[config.mk]
export PLATFORM = sky130hd
export DESIGN_NAME = sadt_cell
export DESIGN_NICKNAME = d
export VERILOG_FILES = /design/src/sv/sadt_pkg.sv /design/src/sv/sadt_cell.sv
export SDC_FILE = /design/constraint.sdc
export NUM_CORES = 1
export LEC_CHECK = 0
export BUFFER_PORTS_ARGS = -buffer_cell sky130_fd_sc_hd__buf_2
export CAP_MARGIN = 0
export CORE_AREA = 2 2 113 115
export CTS_CLUSTER_DIAMETER = 120
export DETAILED_ROUTE_END_ITERATION = 12
export DIE_AREA = 0 0 115 117
export PLACE_DENSITY = 0.79
export SLEW_MARGIN = 15
export SYNTH_ARGS = -nofsm -noshare
export SYNTH_HDL_FRONTEND = slang
export SYNTH_SLANG_ARGS = --single-unit
[constraint.sdc]
create_clock -name i_clk -period 5 [get_ports i_clk]
set_input_delay 0.25 -clock i_clk [delete_from_list [all_inputs] [get_ports i_clk]]
set_output_delay 0.25 -clock i_clk [all_outputs]
set_load 0.03 [all_outputs]
[src/sv/sadt_pkg.sv]
// ------------------------------------------------------------------------------------------
// sadt_pkg
// Shared codes, defaults and the control word carried down the divider chain.
// ------------------------------------------------------------------------------------------
package sadt_pkg;

    localparam int DEF_ADDR_BITS = 32;
    localparam int DEF_SIZE_BITS = 8;

    localparam logic [1:0] KIND_NONE = 2'd0;
    localparam logic [1:0] KIND_RAW  = 2'd1;
    localparam logic [1:0] KIND_WAR  = 2'd2;
    localparam logic [1:0] KIND_WAW  = 2'd3;

    localparam logic [1:0] DIR_ANY = 2'd0;
    localparam logic [1:0] DIR_EQ  = 2'd1;
    localparam logic [1:0] DIR_FWD = 2'd2;
    localparam logic [1:0] DIR_BWD = 2'd3;

    // result class decided before the divide
    localparam logic [1:0] CLS_NONE = 2'd0;
    localparam logic [1:0] CLS_UNK  = 2'd1;
    localparam logic [1:0] CLS_DIV  = 2'd2;

    typedef struct packed {
        logic [1:0] kind;
        logic [1:0] cls;
        logic       q_neg;
        logic       d_neg;
    } t_ctl;

endpackage

[src/sv/sadt_cell.sv]
// ------------------------------------------------------------------------------------------
// sadt_cell
// One restoring division step: shifts in a dividend bit, trial-subtracts the divisor
// and shifts the quotient bit into the low end of the dividend word.
// ------------------------------------------------------------------------------------------
module sadt_cell import sadt_pkg::*; #(
    parameter int ADDR_BITS = DEF_ADDR_BITS,
    parameter int SIZE_BITS = DEF_SIZE_BITS
) (
    input  logic                 i_clk,
    input  logic                 i_rst_n,
    input  logic                 i_vld,
    output logic                 o_rdy,
    input  t_ctl                 i_ctl,
    input  logic [SIZE_BITS-1:0] i_z1,
    input  logic [SIZE_BITS-1:0] i_z2,
    input  logic [ADDR_BITS-1:0] i_div,
    input  logic [ADDR_BITS-1:0] i_rem,
    input  logic [ADDR_BITS-1:0] i_dq,
    output logic                 o_vld,
    input  logic                 i_rdy,
    output t_ctl                 o_ctl,
    output logic [SIZE_BITS-1:0] o_z1,
    output logic [SIZE_BITS-1:0] o_z2,
    output logic [ADDR_BITS-1:0] o_div,
    output logic [ADDR_BITS-1:0] o_rem,
    output logic [ADDR_BITS-1:0] o_dq
);

    logic                 r_vld;
    t_ctl                 r_ctl;
    logic [SIZE_BITS-1:0] r_z1;
    logic [SIZE_BITS-1:0] r_z2;
    logic [ADDR_BITS-1:0] r_div;
    logic [ADDR_BITS-1:0] r_rem;
    logic [ADDR_BITS-1:0] r_dq;

    logic [ADDR_BITS:0]   w_trial;
    logic [ADDR_BITS:0]   w_sub;
    logic                 w_ge;
    logic [ADDR_BITS-1:0] n_rem;
    logic [ADDR_BITS-1:0] n_dq;
    logic                 w_rdy;

    assign w_rdy = !r_vld || i_rdy;
    assign o_rdy = w_rdy;

    assign w_trial = {i_rem, i_dq[ADDR_BITS-1]};
    assign w_sub   = w_trial - {1'b0, i_div};
    assign w_ge    = w_trial >= {1'b0, i_div};
    assign n_rem   = w_ge ? w_sub[ADDR_BITS-1:0] : w_trial[ADDR_BITS-1:0];
    assign n_dq    = {i_dq[ADDR_BITS-2:0], w_ge};

    always_ff @(posedge i_clk) begin
        if (!i_rst_n) begin
            r_vld <= 1'b0;
        end else if (w_rdy) begin
            r_vld <= i_vld;
        end
    end

    always_ff @(posedge i_clk) begin
        if (w_rdy && i_vld) begin
            r_ctl <= i_ctl;
            r_z1  <= i_z1;
            r_z2  <= i_z2;
            r_div <= i_div;
            r_rem <= n_rem;
            r_dq  <= n_dq;
        end
    end

    assign o_vld = r_vld;
    assign o_ctl = r_ctl;
    assign o_z1  = r_z1;
    assign o_z2  = r_z2;
    assign o_div = r_div;
    assign o_rem = r_rem;
    assign o_dq  = r_dq;

endmodule

* Word-level counts from Yosys, hierarchy flattened *
Index checks and enable logic that the tools add are counted.

cells by class
  add/sub/neg operators = 1
  $lt $le $gt $ge = 1
  mux-type cells = 1
  reductions and logical operators = 3

operators with widths
  operator                                          count
  33-bit by 32-bit >= comparator with 1-bit output  1
  32-bit 2-to-1 mux                                 1
  32-bit subtractor                                 1
  1-bit logical AND                                 1
  1-bit zero test                                   1
  1-bit logical OR                                  1

word-level totals
  flip-flop bits (word level) = 119
  input port bits = 122
  output and inout bits = 120
  word-level logic and storage cells = 16

* Longest topological paths before layout *
  depth after elaboration = 3
  depth in mapped cells = 13
  depth with buffers taken out = 12

* Least setup slack after synthesis *
No wires, ideal clock.

  path type = reg-to-reg
  start = register r_vld (netlist: o_vld)
  end = register r_ctl, in the netlist o_ctl[0], enable pin
  library setup time = 0.490 ns
  data arrival time = 3.501 ns
  data required time = 4.510 ns
  path slack = 1.009 ns
  stages on the path, launching flop included = 3
  path buffers = 0
  period minus slack after synthesis = 3.991 ns
  cell sequence = dfxtp_1 > nand2b_1 > and2_1

on the way
  cells in the longest elaborated chain, start to end = 3

ends and longest elaborated chain
  what                    RTL line         source
  from (decl)             sadt_cell.sv:30  logic r_vld;
  from (signal assigned)  sadt_cell.sv:58  r_vld <= i_vld;
  1-bit zero test         sadt_cell.sv:45  assign w_rdy = !r_vld || i_rdy;
  1-bit logical OR        sadt_cell.sv:45
  via o_rdy               sadt_cell.sv:13  output logic o_rdy,
  1-bit logical AND       sadt_cell.sv:63  if (w_rdy && i_vld) begin
  to (signal assigned)    sadt_cell.sv:64  r_ctl <= i_ctl;
  to (decl)               sadt_cell.sv:31  t_ctl r_ctl;

The timed path passes the listed nets, and every way through them passes these cells.
A chain may end at the register's enable or synchronous reset.

* Worst setup path after layout *
  start = input port i_div[15]
  end = register r_rem[4] (netlist: o_rem[4]) (data pin)

on the way
  cells in the longest elaborated chain, start to end = 2

ends and longest elaborated chain
  what                                              RTL line         source
  from (decl)                                       sadt_cell.sv:17  input logic [ADDR_BITS-1:0] i_div,
  33-bit by 32-bit >= comparator with 1-bit output  sadt_cell.sv:50  assign w_ge = w_trial >= {1'b0, i_div};
  32-bit 2-to-1 mux                                 sadt_cell.sv:51  assign n_rem = w_ge ? w_sub[ADDR_BITS-1:0] : w_trial[ADDR_BITS-1:0];
  via n_rem[4]                                      sadt_cell.sv:41  logic [ADDR_BITS-1:0] n_rem;
  to (signal assigned)                              sadt_cell.sv:68  r_rem <= n_rem;
  to (decl)                                         sadt_cell.sv:35  logic [ADDR_BITS-1:0] r_rem;

The timed path passes the listed nets, and every way through them passes these cells.

==> flow_metrics.env <==
export IMPL_rsz0062_at_grt="false"
export IMPL_multiInputGateArea_um2=1996
export IMPL_synth_flop_cell="edfxtp_1"
export IMPL_tns_ns=0
export IMPL_cts_sinks=119
export IMPL_required_ns=5.16
export IMPL_crit_arrival_ns=3.60
export IMPL_power_density_nw_per_um2=375.0
export IMPL_gr_total_overflow=0
export IMPL_grt_pass1_vias=4865
export IMPL_die_area_um2=13460
export IMPL_ioPinCount=242
export IMPL_finalPower_mw=3.036
export IMPL_grtUsageMet2_pct=44.31
export IMPL_report_final_slew_viol_count=0
export IMPL_critPathKind="in -> reg"
export IMPL_grt_max_degree=71
export IMPL_setup_violations=0
export IMPL_ys_async_sr_fraction_pct=0
export IMPL_grt_met1_usage_pct=26.64
export IMPL_vias_per_cell=5.356
export IMPL_synth_edf_count=118
export IMPL_place_area_um2=7127
export IMPL_critPathCaptureType="flip-flop"
export IMPL_die_y_um=117
export IMPL_busiest_layer="met2"
export IMPL_antenna_found_initial=1
export IMPL_relSlewSlack_pct=35.85
export IMPL_leakage_nw=3.604
export IMPL_finalHoldViolations=0
export IMPL_seq_area_frac_synth_pct=61.70
export IMPL_nFillCells=915
export IMPL_die_x_um=115
export IMPL_h_tree_depth=4
export IMPL_ff_latch_area_um2=3563
export IMPL_critPathLaunchType="input pin"
export IMPL_postCtsSetupBuffers=0
export IMPL_start_util_pct=46.91
export IMPL_synth_cell_type_count=49
export IMPL_cts_made_buffers=17
export IMPL_syn_area_um2=5776
export IMPL_clk_path_buf_depth=2
export IMPL_ir_drop_uv=183.1
export IMPL_ant_nets=0
export IMPL_wl_mm=17.17
export IMPL_core_um2=12310
export IMPL_hp_class="in -> reg"
export IMPL_netlist_instances=464
export IMPL_crit_fanout=39
export IMPL_drive_above_1_share_pct=37.39
export IMPL_ys_warn_count=0
export IMPL_gr_usage_all_layers_pct=24.44
export IMPL_fin_skew_ns=0.006007
export IMPL_cts_clk_slew_worst_paths_ns=0.06
export IMPL_status="finished clean"
export IMPL_ys_ff_latch=119
export IMPL_tritoncts="yes"
export IMPL_syn_nets=619
export IMPL_drtPass1Iterations=4
export IMPL_drcViolationCount=0
export IMPL_worst_slew_pin_slew_ns=0.9623
export IMPL_grt_pass1_wl_mm=24.62
export IMPL_root_buffer="clkbuf_16"
export IMPL_via_count=4906
export IMPL_timing_fmax_ghz=0.2908
export IMPL_dp_cells=842
export IMPL_cap_violations=0
export IMPL_dp_hpwl_mm=11.33
export IMPL_final_area_um2=8095
export IMPL_ctsHoldBuffers=32
export IMPL_clk_latency_ns=0.42
export IMPL_cts_resized=0
export IMPL_grt_use_met3_pct=7.724
export IMPL_wl_per_cell_um=18.74
export IMPL_avgSynthCellArea_um2=12.45
export IMPL_final_common_cell="buf_2"
export IMPL_port_buffers=241
export IMPL_area_growth_pct=40.16
export IMPL_gp_congestion=0.9681
export IMPL_mostFrequentLayoutCells="buf_2, edfxtp_1, a21oi_1"
export IMPL_rows=41
export IMPL_drtIter0Drc=515
export IMPL_finalCriticalPeriod_ns=3.439
export IMPL_nets=907
export IMPL_period_share_pct=68.79
export IMPL_finalNonFillerCells=916
export IMPL_holdWs_ns=0.01024
==> worst paths after layout <==
kind / start / end / slack [ns] / cells after the start
setup / recovery: i_div[15] / o_rem[4]$_DFFE_PP_ / 1.56 / 12
hold / removal: i_dq[4] / o_dq[5]$_DFFE_PP_ / 0.01 / 1
setup reg to reg: o_vld$_SDFFE_PN0N_ / o_div[12]$_DFFE_PP_ / 2.75 / 3
hold reg to reg: o_vld$_SDFFE_PN0N_ / o_vld$_SDFFE_PN0N_ / 0.54 / 2
==> layout make-up <==
cell class	instances	share of cell area, %
clock inverters	14	1.561
inverters	39	1.808
diodes	1	0.03091
repair buffers	284	20.31
well taps	150	2.318
multi-input cells	291	24.65
flip-flops and latches	119	44.02
clock buffers	18	5.301
==> state kept, by name (all words and copies together) (netlist names) <==
name	count
o_ctl	6
o_rem	32
o_vld	1
o_dq	32
o_z2	8
o_div	32
o_z1	8
==> Yosys cell counts (all sizes together) (8+ instances only) <==
library cell  instances  area share, %
nand2                28            1.8
ha                   32            6.9
clkbuf                8           0.52
o21ai                16            1.5
a21oi                55            4.8
nor2                 37            2.4
xor2                 12            1.8
nand3                 8           0.69
a21o                 13            1.7
edfxtp              118             61
xnor2                15            2.3
inv                  39            2.5
mux2                 10            1.9
==> power by group <==
part | internal (mW) | switching, mW
sequential | 1.20 | 0.0213
clock | 0.684 | 0.470
combinational | 0.236 | 0.425
total | 2.12 | 0.916
==> worst max-delay path: stages <==
cell      delay, ns
buf_2          0.11
inv_1          0.05
ha_1           0.42
nand4_1        0.23
or4_1          0.53
a21oi_1        0.13
nor3_1         0.10
a211oi_2       0.25
o21ai_2        0.17
o31ai_4        0.69
buf_12         0.30
mux2_2         0.36
==> per-stage QoR <==
step | setup WS (ns) | utilization, %
global placement | 1.302 | 57.89
finish | 1.561 | 65.75
CTS | 1.578 | 65.00
detailed placement | 1.166 | 57.89
floorplan | 1.009 | -
global route | 1.324 | 65.75
==> cells by family (layout without fill, tap and decap cells) <==
group                    Yosys count  count (layout)  synth area share [%]
flip-flops                       119             119                 61.70
other                              0               1                     0
AND/OR/NAND/NOR                  100             100                 7.864
buffers and inverters             54             355                 3.791
multiplexers                      12              12                 2.296
AO/OA/AOI/OAI                    119             119                 12.98
XOR/XNOR                          27              27                 4.095
adder cells (fa/ha/maj)           33              33                 7.279
==> routing by layer <==
layer	up-vias	part of all wire [%]
met4	0	1.9
li1	2299	-
met5	-	0
met1	2299	36
met3	31	9.2
met2	277	53
Note: power is estimated with default switching activity, not from simulation.
