===== src/sv/sadt_pkg.sv =====
// ------------------------------------------------------------------------------------------
// sadt_pkg
// Shared codes, defaults and the control word carried down the divider chain.
// ------------------------------------------------------------------------------------------
package sadt_pkg;

    localparam int DEF_ADDR_BITS = 32;
    localparam int DEF_SIZE_BITS = 8;

    localparam logic [1:0] KIND_NONE = 2'd0;
    localparam logic [1:0] KIND_RAW  = 2'd1;
    localparam logic [1:0] KIND_WAR  = 2'd2;
    localparam logic [1:0] KIND_WAW  = 2'd3;

    localparam logic [1:0] DIR_ANY = 2'd0;
    localparam logic [1:0] DIR_EQ  = 2'd1;
    localparam logic [1:0] DIR_FWD = 2'd2;
    localparam logic [1:0] DIR_BWD = 2'd3;

    // result class decided before the divide
    localparam logic [1:0] CLS_NONE = 2'd0;
    localparam logic [1:0] CLS_UNK  = 2'd1;
    localparam logic [1:0] CLS_DIV  = 2'd2;

    typedef struct packed {
        logic [1:0] kind;
        logic [1:0] cls;
        logic       q_neg;
        logic       d_neg;
    } t_ctl;

endpackage


===== src/sv/sadt_prep.sv =====
// ------------------------------------------------------------------------------------------
// sadt_prep
// Two front stages: classify the pair, form offset difference and stride magnitude,
// then take the magnitude of the difference as the dividend.
// ------------------------------------------------------------------------------------------
module sadt_prep import sadt_pkg::*; #(
    parameter int ADDR_BITS = DEF_ADDR_BITS,
    parameter int SIZE_BITS = DEF_SIZE_BITS
) (
    input  logic                 i_clk,
    input  logic                 i_rst_n,
    input  logic                 i_vld,
    output logic                 o_rdy,
    input  logic                 i_first_is_store,
    input  logic                 i_second_is_store,
    input  logic                 i_first_valid,
    input  logic                 i_second_valid,
    input  logic                 i_same_base,
    input  logic                 i_proven_no_alias,
    input  logic [ADDR_BITS-1:0] i_first_stride,
    input  logic [ADDR_BITS-1:0] i_second_stride,
    input  logic [ADDR_BITS-1:0] i_first_offset,
    input  logic [ADDR_BITS-1:0] i_second_offset,
    input  logic [SIZE_BITS-1:0] i_first_size,
    input  logic [SIZE_BITS-1:0] i_second_size,
    output logic                 o_vld,
    input  logic                 i_rdy,
    output t_ctl                 o_ctl,
    output logic [SIZE_BITS-1:0] o_z1,
    output logic [SIZE_BITS-1:0] o_z2,
    output logic [ADDR_BITS-1:0] o_div,
    output logic [ADDR_BITS-1:0] o_dq
);

    logic                 r_a_vld;
    t_ctl                 r_a_ctl;
    logic [ADDR_BITS:0]   r_a_diff;
    logic [ADDR_BITS-1:0] r_a_div;
    logic [SIZE_BITS-1:0] r_a_z1;
    logic [SIZE_BITS-1:0] r_a_z2;

    logic                 r_b_vld;
    t_ctl                 r_b_ctl;
    logic [ADDR_BITS-1:0] r_b_dq;
    logic [ADDR_BITS-1:0] r_b_div;
    logic [SIZE_BITS-1:0] r_b_z1;
    logic [SIZE_BITS-1:0] r_b_z2;

    t_ctl                 n_a_ctl;
    logic [ADDR_BITS:0]   n_a_diff;
    logic [ADDR_BITS-1:0] n_a_div;
    t_ctl                 n_b_ctl;
    logic [ADDR_BITS:0]   w_diff_neg;
    logic [ADDR_BITS-1:0] n_b_dq;
    logic                 w_a_rdy;
    logic                 w_b_rdy;

    assign w_b_rdy = !r_b_vld || i_rdy;
    assign w_a_rdy = !r_a_vld || w_b_rdy;
    assign o_rdy   = w_a_rdy;

    always_comb begin
        n_a_ctl       = '0;
        n_a_ctl.kind  = KIND_NONE;
        n_a_ctl.cls   = CLS_NONE;
        n_a_ctl.q_neg = i_first_stride[ADDR_BITS-1];
        if (i_first_is_store || i_second_is_store) begin
            if (i_first_is_store && !i_second_is_store) begin
                n_a_ctl.kind = KIND_RAW;
            end else if (!i_first_is_store && i_second_is_store) begin
                n_a_ctl.kind = KIND_WAR;
            end else begin
                n_a_ctl.kind = KIND_WAW;
            end
            if (!i_first_valid || !i_second_valid) begin
                n_a_ctl.cls = CLS_UNK;
            end else if (!i_same_base) begin
                if (i_proven_no_alias) begin
                    n_a_ctl.kind = KIND_NONE;
                    n_a_ctl.cls  = CLS_NONE;
                end else begin
                    n_a_ctl.cls = CLS_UNK;
                end
            end else if ((i_first_stride != i_second_stride) || (i_first_stride == '0)) begin
                n_a_ctl.cls = CLS_UNK;
            end else begin
                n_a_ctl.cls = CLS_DIV;
            end
        end
    end

    assign n_a_diff = {i_second_offset[ADDR_BITS-1], i_second_offset}
                    - {i_first_offset[ADDR_BITS-1], i_first_offset};
    assign n_a_div  = i_first_stride[ADDR_BITS-1] ? ('0 - i_first_stride) : i_first_stride;

    // stage B: dividend magnitude and quotient sign
    assign w_diff_neg = '0 - r_a_diff;
    assign n_b_dq     = r_a_diff[ADDR_BITS] ? w_diff_neg[ADDR_BITS-1:0] : r_a_diff[ADDR_BITS-1:0];

    always_comb begin
        n_b_ctl       = r_a_ctl;
        n_b_ctl.d_neg = r_a_diff[ADDR_BITS];
        n_b_ctl.q_neg = r_a_diff[ADDR_BITS] ^ r_a_ctl.q_neg;
    end

    always_ff @(posedge i_clk) begin
        if (!i_rst_n) begin
            r_a_vld <= 1'b0;
            r_b_vld <= 1'b0;
        end else begin
            if (w_a_rdy) begin
                r_a_vld <= i_vld;
            end
            if (w_b_rdy) begin
                r_b_vld <= r_a_vld;
            end
        end
    end

    always_ff @(posedge i_clk) begin
        if (w_a_rdy && i_vld) begin
            r_a_ctl  <= n_a_ctl;
            r_a_diff <= n_a_diff;
            r_a_div  <= n_a_div;
            r_a_z1   <= i_first_size;
            r_a_z2   <= i_second_size;
        end
        if (w_b_rdy && r_a_vld) begin
            r_b_ctl <= n_b_ctl;
            r_b_dq  <= n_b_dq;
            r_b_div <= r_a_div;
            r_b_z1  <= r_a_z1;
            r_b_z2  <= r_a_z2;
        end
    end

    assign o_vld = r_b_vld;
    assign o_ctl = r_b_ctl;
    assign o_z1  = r_b_z1;
    assign o_z2  = r_b_z2;
    assign o_div = r_b_div;
    assign o_dq  = r_b_dq;

endmodule


===== config.mk =====
export PLATFORM = sky130hd
export DESIGN_NAME = sadt_prep
export DESIGN_NICKNAME = d
export VERILOG_FILES = /design/src/sv/sadt_pkg.sv /design/src/sv/sadt_prep.sv
export SDC_FILE = /design/constraint.sdc
export NUM_CORES = 1
export LEC_CHECK = 0
export CAP_MARGIN = 20
export CORE_MARGIN = 2
export CORE_UTILIZATION = 45
export CTS_BUF_LIST = sky130_fd_sc_hd__clkbuf_16
export CTS_CLUSTER_SIZE = 8
export DETAILED_ROUTE_END_ITERATION = 10
export DONT_BUFFER_PORTS = 1
export SETUP_SLACK_MARGIN = 0.05
export SLEW_MARGIN = 20
export SYNTH_ARGS = -nofsm -noshare
export SYNTH_HDL_FRONTEND = slang
export SYNTH_SLANG_ARGS = --single-unit

===== constraint.sdc =====
create_clock -name i_clk -period 6.3 [get_ports i_clk]
set_input_delay 0.315 -clock i_clk [delete_from_list [all_inputs] [get_ports i_clk]]
set_output_delay 0.315 -clock i_clk [all_outputs]
set_load 0.05 [all_outputs]

Yosys cells after proc, flatten, opt, wreduce, memory -nomap -nowiden. Cells that the tools add are included.

Bits of input ports: 154. Flip-flop bits (word level): 174. Memories kept: 0. Bits in latches: 0. ROM bits: 0. Logic and storage cells: 53. Bits in writable memories: 0. Output and inout port bits: 88.

Multiplexer cells: 11. $lt $le $gt $ge: 0. Reduce and logical (&&, ||, !) cells: 17. Add/sub/neg operators: 3. Shift operators: 0. Div/mod/pow operators: 0. Equal/unequal tests: 1. Bitwise gates (word level): 2. Multiply operators: 0.

Operators by type and width (number): 1-bit by 32-bit subtractor with 32-bit output (first input constant) (2); 32-bit by 32-bit subtractor with 33-bit output (1); 32-bit logical NOT (1); 32-bit 2-to-1 mux (1); 32-bit != test (1); 31-bit 2-to-1 mux (1); 2-bit 2-to-1 mux (6); 1-bit logical NOT (6); 1-bit logical OR (5); 1-bit logical AND (4); 1-bit 2-to-1 mux (3); 2-bit OR reduction (1); 1-bit NOT (1); 1-bit XOR (1).

Longest topological paths before layout. Gate-level depths: netlist of run 1.

Depth after elaboration: 7. Gate-level depth with buffers: 10. Gate-level depth less buffers: 10.

Worst setup path after synthesis of run 1. Ideal clock, no wire load.

Path kind: register -> register. Start point: reg r_b_vld, in the netlist o_vld. End point: reg r_b_ctl (netlist bit o_ctl[0]) (enable). Clock period less this slack: 5.072 ns. Cell stages (with the launch flop): 3. Slack: 1.228 ns. Data required time: 5.759 ns. Buffers on the path: 0. Setup time: 0.541 ns. Data arrival time: 4.531 ns. Cell sequence: dfxtp_1 -> nor2b_1 -> nor2b_1.

Word-level cells in the longest chain between the ends: 3.

RTL lines: start: declaration (RTL line sadt_prep.sv:42) `logic r_b_vld;`; start signal: assignment (RTL line sadt_prep.sv:115) `r_b_vld <= r_a_vld;`; 1-bit logical NOT (RTL line sadt_prep.sv:58) `assign w_b_rdy = !r_b_vld || i_rdy;`; 1-bit logical OR (RTL line sadt_prep.sv:58); 1-bit logical AND (RTL line sadt_prep.sv:128) `if (w_b_rdy && r_a_vld) begin`; end signal: assignment (RTL line sadt_prep.sv:129) `r_b_ctl <= n_b_ctl;`; end: declaration (RTL line sadt_prep.sv:43) `t_ctl r_b_ctl;`.

No other way between the ends. A chain may end at the register's enable or synchronous reset.

Final worst setup path of run 1.
Start point: reg r_a_diff[12]. End point: reg r_b_dq[28], in the netlist o_dq[28] (data pin).

Word-level cells in the longest chain between the ends: 2.

RTL lines: start: declaration (RTL line sadt_prep.sv:37) `logic [ADDR_BITS:0] r_a_diff;`; start signal: assignment (RTL line sadt_prep.sv:123) `r_a_diff <= n_a_diff;`; 1-bit by 32-bit subtractor with 32-bit output (RTL line sadt_prep.sv:97) `assign w_diff_neg = '0 - r_a_diff;`; 32-bit 2-to-1 mux (RTL line sadt_prep.sv:98) `assign n_b_dq = r_a_diff[ADDR_BITS] ? w_diff_neg[ADDR_BITS-1:0] : r_a_diff[ADDR_BITS-1:0];`; net n_b_dq[28] (RTL line sadt_prep.sv:54) `logic [ADDR_BITS-1:0] n_b_dq;`; end signal: assignment (RTL line sadt_prep.sv:130) `r_b_dq <= n_b_dq;`; end: declaration (RTL line sadt_prep.sv:44) `logic [ADDR_BITS-1:0] r_b_dq;`.

The timed path passes the listed nets, and every way through them passes these cells.

==> impl_metrics.toml, run 1 <==
[global_route]
grt_max_degree = 87
grt_pass1_vias = 5709
grt_overflow = 0
grt_antenna_before_repair = 0
grt_pass1_wl_um = 30000
track_usage_pct = 18.2

[critical_path]
worstPathMaxFanout = 4
cp_slowest_cell = "or4_2"
cpLargestDelayFamily = "simple AND/OR/NAND/NOR gates"
critPathCaptureType = "flop"
path_class = "flop to flop"
arrival_ps = 2790
path_cells = "or4_2 -> nor4_1 -> nand2_1 -> o21ai_0 -> xnor2_1"
cp_num_buf_inv = 0
max_stage_delay_ps = 800
worstPathRequired_ps = 6480
crit_path_start_kind = "flop"

[synth]
postSynthAreaPerCell_um2 = 12.4
yosys.area.top_type = "edfxtp_1"
synth_edf_count = 172
synth_fp_nets = 916
ys_top_cells_by_area = "edfxtp_1 57%, xnor2_1 9.6%, ha_1 4.7%"
synth_seq_cells = 174
synth_cell_types = 62
ys_seq_area_share_pct = 57.9
synthCells = 727
async_reset_ff_share_pct = 0
ys_warn_count = 0
synth.cell_area_um2 = 8980
synthFlopType = "edfxtp_1"
yosysTopAreaCellShare_pct = 57.5

[finish]
final_common_cell = "edfxtp_1"
final_cell_mix = "172 x edfxtp_1, 98 x xnor2_1, 48 x inv_1"
post-route-util_pct = 51.8
layout.nets = 939
area.growth.synth_to_final_pct = 12.5
drive_gt1_share_pct = 7.99
num_antenna_cells = 0
instances_no_fill = 1028

[clock_network]
cts_sinks = 174
cts_max_level = 4
path_clk_slew_ps = 70
clock_latency_ps = 430
cts-resized-gates = 0
clockBufferDepth = 2
cts_tree = "yes"
cts_root_buffer = "clkbuf_16"
cts_buffers = 17

[drt]
drt_iter0_markers = 275
routedWlPerCell_um = 18.4
dr.pass1.iters = 4
antenna_left = 0
wl_um = 18900
vias_per_cell = 5.46
num_vias = 5613
drcViolationCount = 0

[placement]
place.gp.congestion = 0.862
dpl.hpwl_um = 14300
dp_cells = 976
portBuffers = 0

[timing]
fmax_mhz = 383
rsz0062_at_grt = "no"
finalCritPeriodShare_pct = 41.4
slew_viol_final = 0
timing_hold_violations_final = 0
period_minus_slack_ps = 2610
setup_viol = 0
tightest_slew_ps = 769
slew_headroom_pct = 48.7
final.setup.tns_ps = 0
fin_worst_skew_ps = 7.81

[pwr]
finalPower_mw = 3.03
p_per_area_nw_per_um2 = 299
peakVddDrop_uv = 142
power.leakage_nw = 3.59

[die]
design.core.area_um2 = 19500
initial_core_util_pct = 46.0
fp.dieW_um = 145
num_rows = 51
die_h_um = 145
ioPinCount = 242
die_area_um2 = 21100

[worst_hold_path]
hold_path_class = "primary input to flop"

[outcome]
status = "finished clean"

[flow_run]
max-cap-violations = 0
cell families after synthesis:
| family | count (synthesis) | share of synthesized area (%) |
|---|---|---|
| muxes | 2 | 0.237 |
| AOI/OAI and AO/OA | 150 | 11.6 |
| buffers and inverters | 66 | 2.76 |
| xor gates and xnor gates | 115 | 11.2 |
| DFF | 174 | 57.9 |
| and+or+nand+nor | 185 | 11.3 |
| adders and majority gates | 35 | 4.96 |
layer usage:
layer	wire length, um	global-route usage, %	vias up	share of wire, %
met5	0	0	-	0
li1	-	-	2730	-
met2	9990	32.6	207	53
met1	7480	21.0	2655	40
met4	331	6.13	0	1.8
met3	1090	4.94	21	5.8
final timing paths:
| path | cells after the start | startpoint | endpoint | slack, ps |
|---|---|---|---|---|
| worst min register to register | 0 | r_a_div[0] | o_div[0] | 420 |
| worst max-delay path | 5 | r_a_diff[12] | o_dq[28] | 3690 |
| worst max register to register | 5 | r_a_diff[12] | o_dq[28] | 3690 |
| worst min-delay path | 1 | i_rst_n | r_a_vld | 40 |
sequential cells by signal, summed over array words and instances (netlist names), 8 cells and up:
name,flops
r_a_diff,33
o_z2,8
r_a_z2,8
r_a_div,32
o_z1,8
o_dq,32
r_a_z1,8
o_div,32
through the flow:
step,setup slack (ps),hold WS (ps),area (um^2)
final,3690,39.0,10100
after global routing,3470,16.8,10100
after CTS,3650,19.4,10100
after detailed placement,3560,405,9270
after global placement,3640,401,9270
after floorplan,1230,400,8980
report_power, final:
| part | switching (mW) | internal [mW] | leakage [nW] | total [mW] |
|---|---|---|---|---|
| registers | 0.174 | 1.41 | 1.66 | 1.58 |
| clock network | 0.497 | 0.577 | 0.299 | 1.07 |
| logic | 0.201 | 0.170 | 1.63 | 0.372 |
synth_stat cells, drive strengths merged (2+ instances only):
library cell	instances
o21ai	46
dfxtp	2
nor2	26
nand4	11
o41ai	6
edfxtp	172
and2	8
nand2b	13
nor4	7
ha	34
inv	48
or2	4
a21boi	2
clkbuf	17
a21o	12
a211oi	4
nand4b	2
o22ai	2
xnor2	98
xor2	17
a31oi	4
nor3b	3
nor3	11
nor2b	9
and3	4
o211ai	6
o311a	2
nand3b	2
a21oi	26
o31a	2
o21a	10
or4	5
nand2	45
nand3	18
o31ai	19
or3	15
timing repair:
item | CTS | global route
buffers inserted | 0 | 0
endpoints found under the hold margin | 19 | 0
hold buffers | 19 | 0
final cells by class:
cell class              instances  area, um^2
repair buffers                 22         236
flip-flops and latches        174        5200
multi-input cells             487        3540
inverters                      48         180
clock inverters                15         189
well taps                     265         332
clock buffers                  17         425
fillers                      1692        9420
(Power assumes the default switching activity.)
==> inputs of run 2 (changes only) <==
Clock period 6.3 ns to 2.7 ns, I/O delays scaled along.
==> impl_metrics.toml, run 2 (synthesized netlist as in run 1, its figures left out) <==
[outcome]
status = "finished clean"

[drt]
routedWlPerCell_um = 19.0
antenna_left = 0
drt_iter0_markers = 322
vias_per_cell = 5.47
drcViolationCount = 0
num_vias = 5897
dr.pass1.iters = 5
wl_um = 20500

[die]
ioPinCount = 242
num_rows = 51
design.core.area_um2 = 19500
fp.dieW_um = 145
die_h_um = 145
initial_core_util_pct = 46.0
die_area_um2 = 21100

[pwr]
finalPower_mw = 7.14
power.internal_mw = 5.14
switching_share_pct = 28.0
p_sw_mw = 2.00
pwr-share-comb_pct = 13.4
peakVddDrop_uv = 312
p_clk_share_pct = 34.6
p_per_area_nw_per_um2 = 674
power_frac_seq_pct = 51.9
power.leakage_nw = 3.80

[critical_path]
r2r_start = "r_a_diff[4]"
path_class = "flop to flop"
worstPathRequired_ps = 2870
worstPathMaxFanout = 5
critPathCaptureType = "flop"
rr_worst_depth = 7
cp-endpoint = "o_dq[27]"
r2r_setup_slack_ps = 160
setup.worst_path.start = "r_a_diff[4]"
worstReg2RegEnd = "o_dq[27]"
arrival_ps = 2720
crit_path_start_kind = "flop"

[global_route]
grt_pass1_wl_um = 32300
track_usage_pct = 19.5
grt_pass1_vias = 5941
grt_overflow = 0
grt_max_degree = 87
grt_antenna_before_repair = 0

[finish]
instances_no_fill = 1078
drive_gt1_share_pct = 8.36
final_common_cell = "edfxtp_1"
num_antenna_cells = 0
fill_cells = 1678
largest_reg_flops = 33
final_cell_mix = "172 x edfxtp_1, 98 x xnor2_1, 62 x dlygate4sd3_1"
final_area_um2 = 10600
top_register = "r_a_diff"
area.growth.synth_to_final_pct = 17.9
layout.nets = 989

[placement]
place.gp.congestion = 0.855
portBuffers = 0
dpl.hpwl_um = 14500
dp_cells = 981
dpl_cell_area_um2 = 9310

[timing]
setup_viol = 0
finalCritPeriodShare_pct = 94.1
rsz0062_at_grt = "yes"
fmax_mhz = 393
slew_viol_final = 0
slew_headroom_pct = 31.7
period_minus_slack_ps = 2540
tightest_slew_ps = 1020
timing_hold_violations_final = 0
fin_worst_skew_ps = 8.02
final.setup.tns_ps = 0

[clock_network]
clock_latency_ps = 430
path_clk_slew_ps = 70
cts_buffers = 17
clockBufferDepth = 2
cts_root_buffer = "clkbuf_16"
cts_tree = "yes"
cts_sinks = 174
cts_max_level = 4

[flow_run]
max-cap-violations = 0

[worst_hold_path]
hold_path_class = "primary input to flop"
## run 2: how the worst min path moves through the flow
stage / start / to / slack [ps] / depth (start not counted)
finish: i_first_stride[6] / r_a_div[8] / 10 / 2
global route: i_first_stride[31] / r_a_div[12] / 9 / 2
CTS: i_first_stride[1] / r_a_div[3] / 3 / 2
global placement: i_first_size[4] / r_a_z1[4] / 230 / 0
floorplan: i_first_stride[31] / r_a_ctl[1] / 230 / 0
detailed placement: i_second_size[3] / r_a_z2[3] / 230 / 0
## run 2: routing by layer
layer	wire (um)	track usage (%)	share of wire, %
met3	1280	4.78	6.3
met5	0	0	0
met1	7950	22.6	39
met4	425	7.55	2.1
met2	10800	34.9	53
## run 2: critical path, cell delays in order, from the launching register on
cell and delay (ps):
edfxtp_1 410, or4_4 540, or3_4 360, or3_4 430
nor2_8 140, nand2_4 100, o31ai_2 220, xnor2_1 90
## run 2: through the flow
stage,utilization [%],hold slack (ps),setup slack [ps]
after floorplan,-,234,255
after global placement,47.7,234,120
after detailed placement,47.7,234,96.2
after CTS,54.0,3.37,63.0
after global routing,54.3,9.19,37.7
final,54.3,13.9,158
## run 2: layout make-up
class                   count  area [um^2]  share of cell area (%)
inverters                  48          180                    1.70
multi-input cells         487         3560                    33.6
repair buffers             72          716                    6.76
flip-flops and latches    174         5200                    49.1
clock buffers              17          425                    4.02
clock inverters            15          180                    1.70
well taps                 265          332                    3.13
## run 2: what timing repair did
item,CTS,global route
hold buffers,62,0
hold endpoints to repair,56,0
buffers inserted,0,2
setup endpoints to repair,0,13
resized for setup,0,4
## run 2: power by group through the flow
| stage | logic [mW] | clock network (mW) | registers (mW) |
|---|---|---|---|
| 6_report | 0.960 | 2.47 | 3.71 |
| 3_3_place_gp | 0.827 | 0 | 3.76 |
| 4_1_cts | 0.946 | 2.52 | 3.71 |
| 5_1_grt | 1.07 | 2.65 | 3.73 |
| 2_1_floorplan | 0.685 | 0 | 3.71 |
| 3_5_place_dp | 0.843 | 0 | 3.77 |
==> inputs of run 3 (changes only) <==
==> constraint.sdc (replaced) <==
create_clock -name i_clk -period 2.7 [get_ports i_clk]
set_input_delay 0 -clock i_clk [delete_from_list [all_inputs] [get_ports i_clk]]
set_output_delay 0 -clock i_clk [all_outputs]
set_load 0.05 [all_outputs]
==> impl_metrics.toml, run 3 (synthesized netlist as in run 1, its figures left out) <==
[flow_run]
max-cap-violations = 0

[critical_path]
worstPathMaxFanout = 5
path_class = "flop to flop"
crit_top_cell = "or3_4"
arrival_ps = 2760
path_cells = "or4_4 -> or3_4 -> or3_4 -> nor2_8 -> nand2_4 -> o31ai_2 -> xnor2_1"
worstPathRequired_ps = 2880
cp_slowest_cell = "or4_4"
crit_path_start_kind = "flop"
max_stage_delay_ps = 560
critPathCaptureType = "flop"

[drt]
vias_per_cell = 5.44
routedWlPerCell_um = 18.6
wl_um = 20400
dr.pass1.iters = 5
antenna_left = 0
drt_iter0_markers = 336
drcViolationCount = 0
num_vias = 5973

[worst_hold_path]
hold_path_class = "primary input to flop"

[timing]
slew_headroom_pct = 27.7
fmax_mhz = 387
final.setup.tns_ps = 0
slew_viol_final = 0
period_minus_slack_ps = 2580
finalCritPeriodShare_pct = 95.7
fin_worst_skew_ps = 10.1
timing_hold_violations_final = 0
setup_viol = 0
tightest_slew_ps = 1080
rsz0062_at_grt = "yes"
setup_slack_ps = 116

[finish]
final_cell_mix = "172 x edfxtp_1, 98 x xnor2_1, 80 x dlygate4sd3_1"
largest_reg_flops = 33
final_common_cell = "edfxtp_1"
num_antenna_cells = 0
top_register = "r_a_diff"
drive_gt1_share_pct = 9.13
area.growth.synth_to_final_pct = 20.4
post-route-util_pct = 55.4
layout.nets = 1008

[die]
ioPinCount = 242
num_rows = 51
fp.dieW_um = 145
initial_core_util_pct = 46.0
die_h_um = 145
design.core.area_um2 = 19500
die_area_um2 = 21100

[clock_network]
cts_tree = "yes"
cts_sinks = 174
cts_buffers = 17
cts_root_buffer = "clkbuf_16"
clock_latency_ps = 430
clockBufferDepth = 2
path_clk_slew_ps = 70
cts_max_level = 4

[placement]
pre_cts_ws_ps = 63.5
portBuffers = 0
place.gp.congestion = 0.858
dpl.hpwl_um = 14500

[pwr]
peakVddDrop_uv = 302
finalPower_mw = 7.12
p_per_area_nw_per_um2 = 659
power.leakage_nw = 3.89

[global_route]
grt_use_met1_pct = 22.2
track_usage_pct = 19.6
grt_overflow = 0
grt.met3_usage_pct = 4.81
grt_pass1_vias = 6035
busiest_layer = "met2"
met2_usage_pct = 36.1
grt_max_degree = 87
grt_antenna_before_repair = 0
grt_pass1_wl_um = 32200

[outcome]
status = "finished clean"
## run 3: area by class of cell
class / instances / area [um^2]
clock buffer: 17 / 425
clock inverter: 15 / 173
fill: 1677 / 8710
inverter: 48 / 180
multi-input combinational: 487 / 3600
sequential: 174 / 5200
tap: 265 / 332
timing repair buffer: 91 / 901
## run 3: where the power goes
part	switching, mW	leakage, nW	internal, mW
logic	0.513	1.93	0.477
clock network	1.11	0.292	1.32
registers	0.421	1.66	3.29
## run 3: through the flow
step / instances / cell area, um^2 / hold slack [ps]
floorplan: 727 / 8990 / 98.9
global placement: 982 / 9320 / 98.9
detailed placement: 982 / 9320 / 98.9
CTS: 1095 / 10700 / 0.131
global route: 1097 / 10800 / 19.6
finish: 1097 / 10800 / 24.0
## run 3: final timing paths
check | from | to | slack, ps | depth (start not counted)
worst max-delay path | r_a_diff[6] | o_dq[25] | 120 | 7
worst min-delay path | i_first_stride[4] | r_a_div[6] | 20 | 4
worst max register to register | r_a_diff[6] | o_dq[25] | 120 | 7
worst min register to register | r_a_div[27] | o_div[27] | 420 | 0
## run 3: metal layers
| metal | vias up | wire length (um) |
|---|---|---|
| li1 | 2870 | - |
| met1 | 2833 | 7980 |
| met2 | 246 | 10900 |
| met3 | 24 | 1170 |
| met4 | 0 | 336 |
| met5 | - | 0 |
## run 3: timing repair
action                                 4_1_cts  5_1_grt
pin swaps                                    0        0
resized for setup                            1        9
setup endpoints to repair                    2       12
hold buffers                                81        0
setup buffers                                0        1
endpoints found under the hold margin       66        0
## run 3: worst max-delay path, delay by kind of cell, from the launching register on
kind                      cells  cell delay, ps
AOI/OAI and AO/OA             1             220
DFF                           1             410
xor gates and xnor gates      1              80
and+or+nand+nor               5            1610
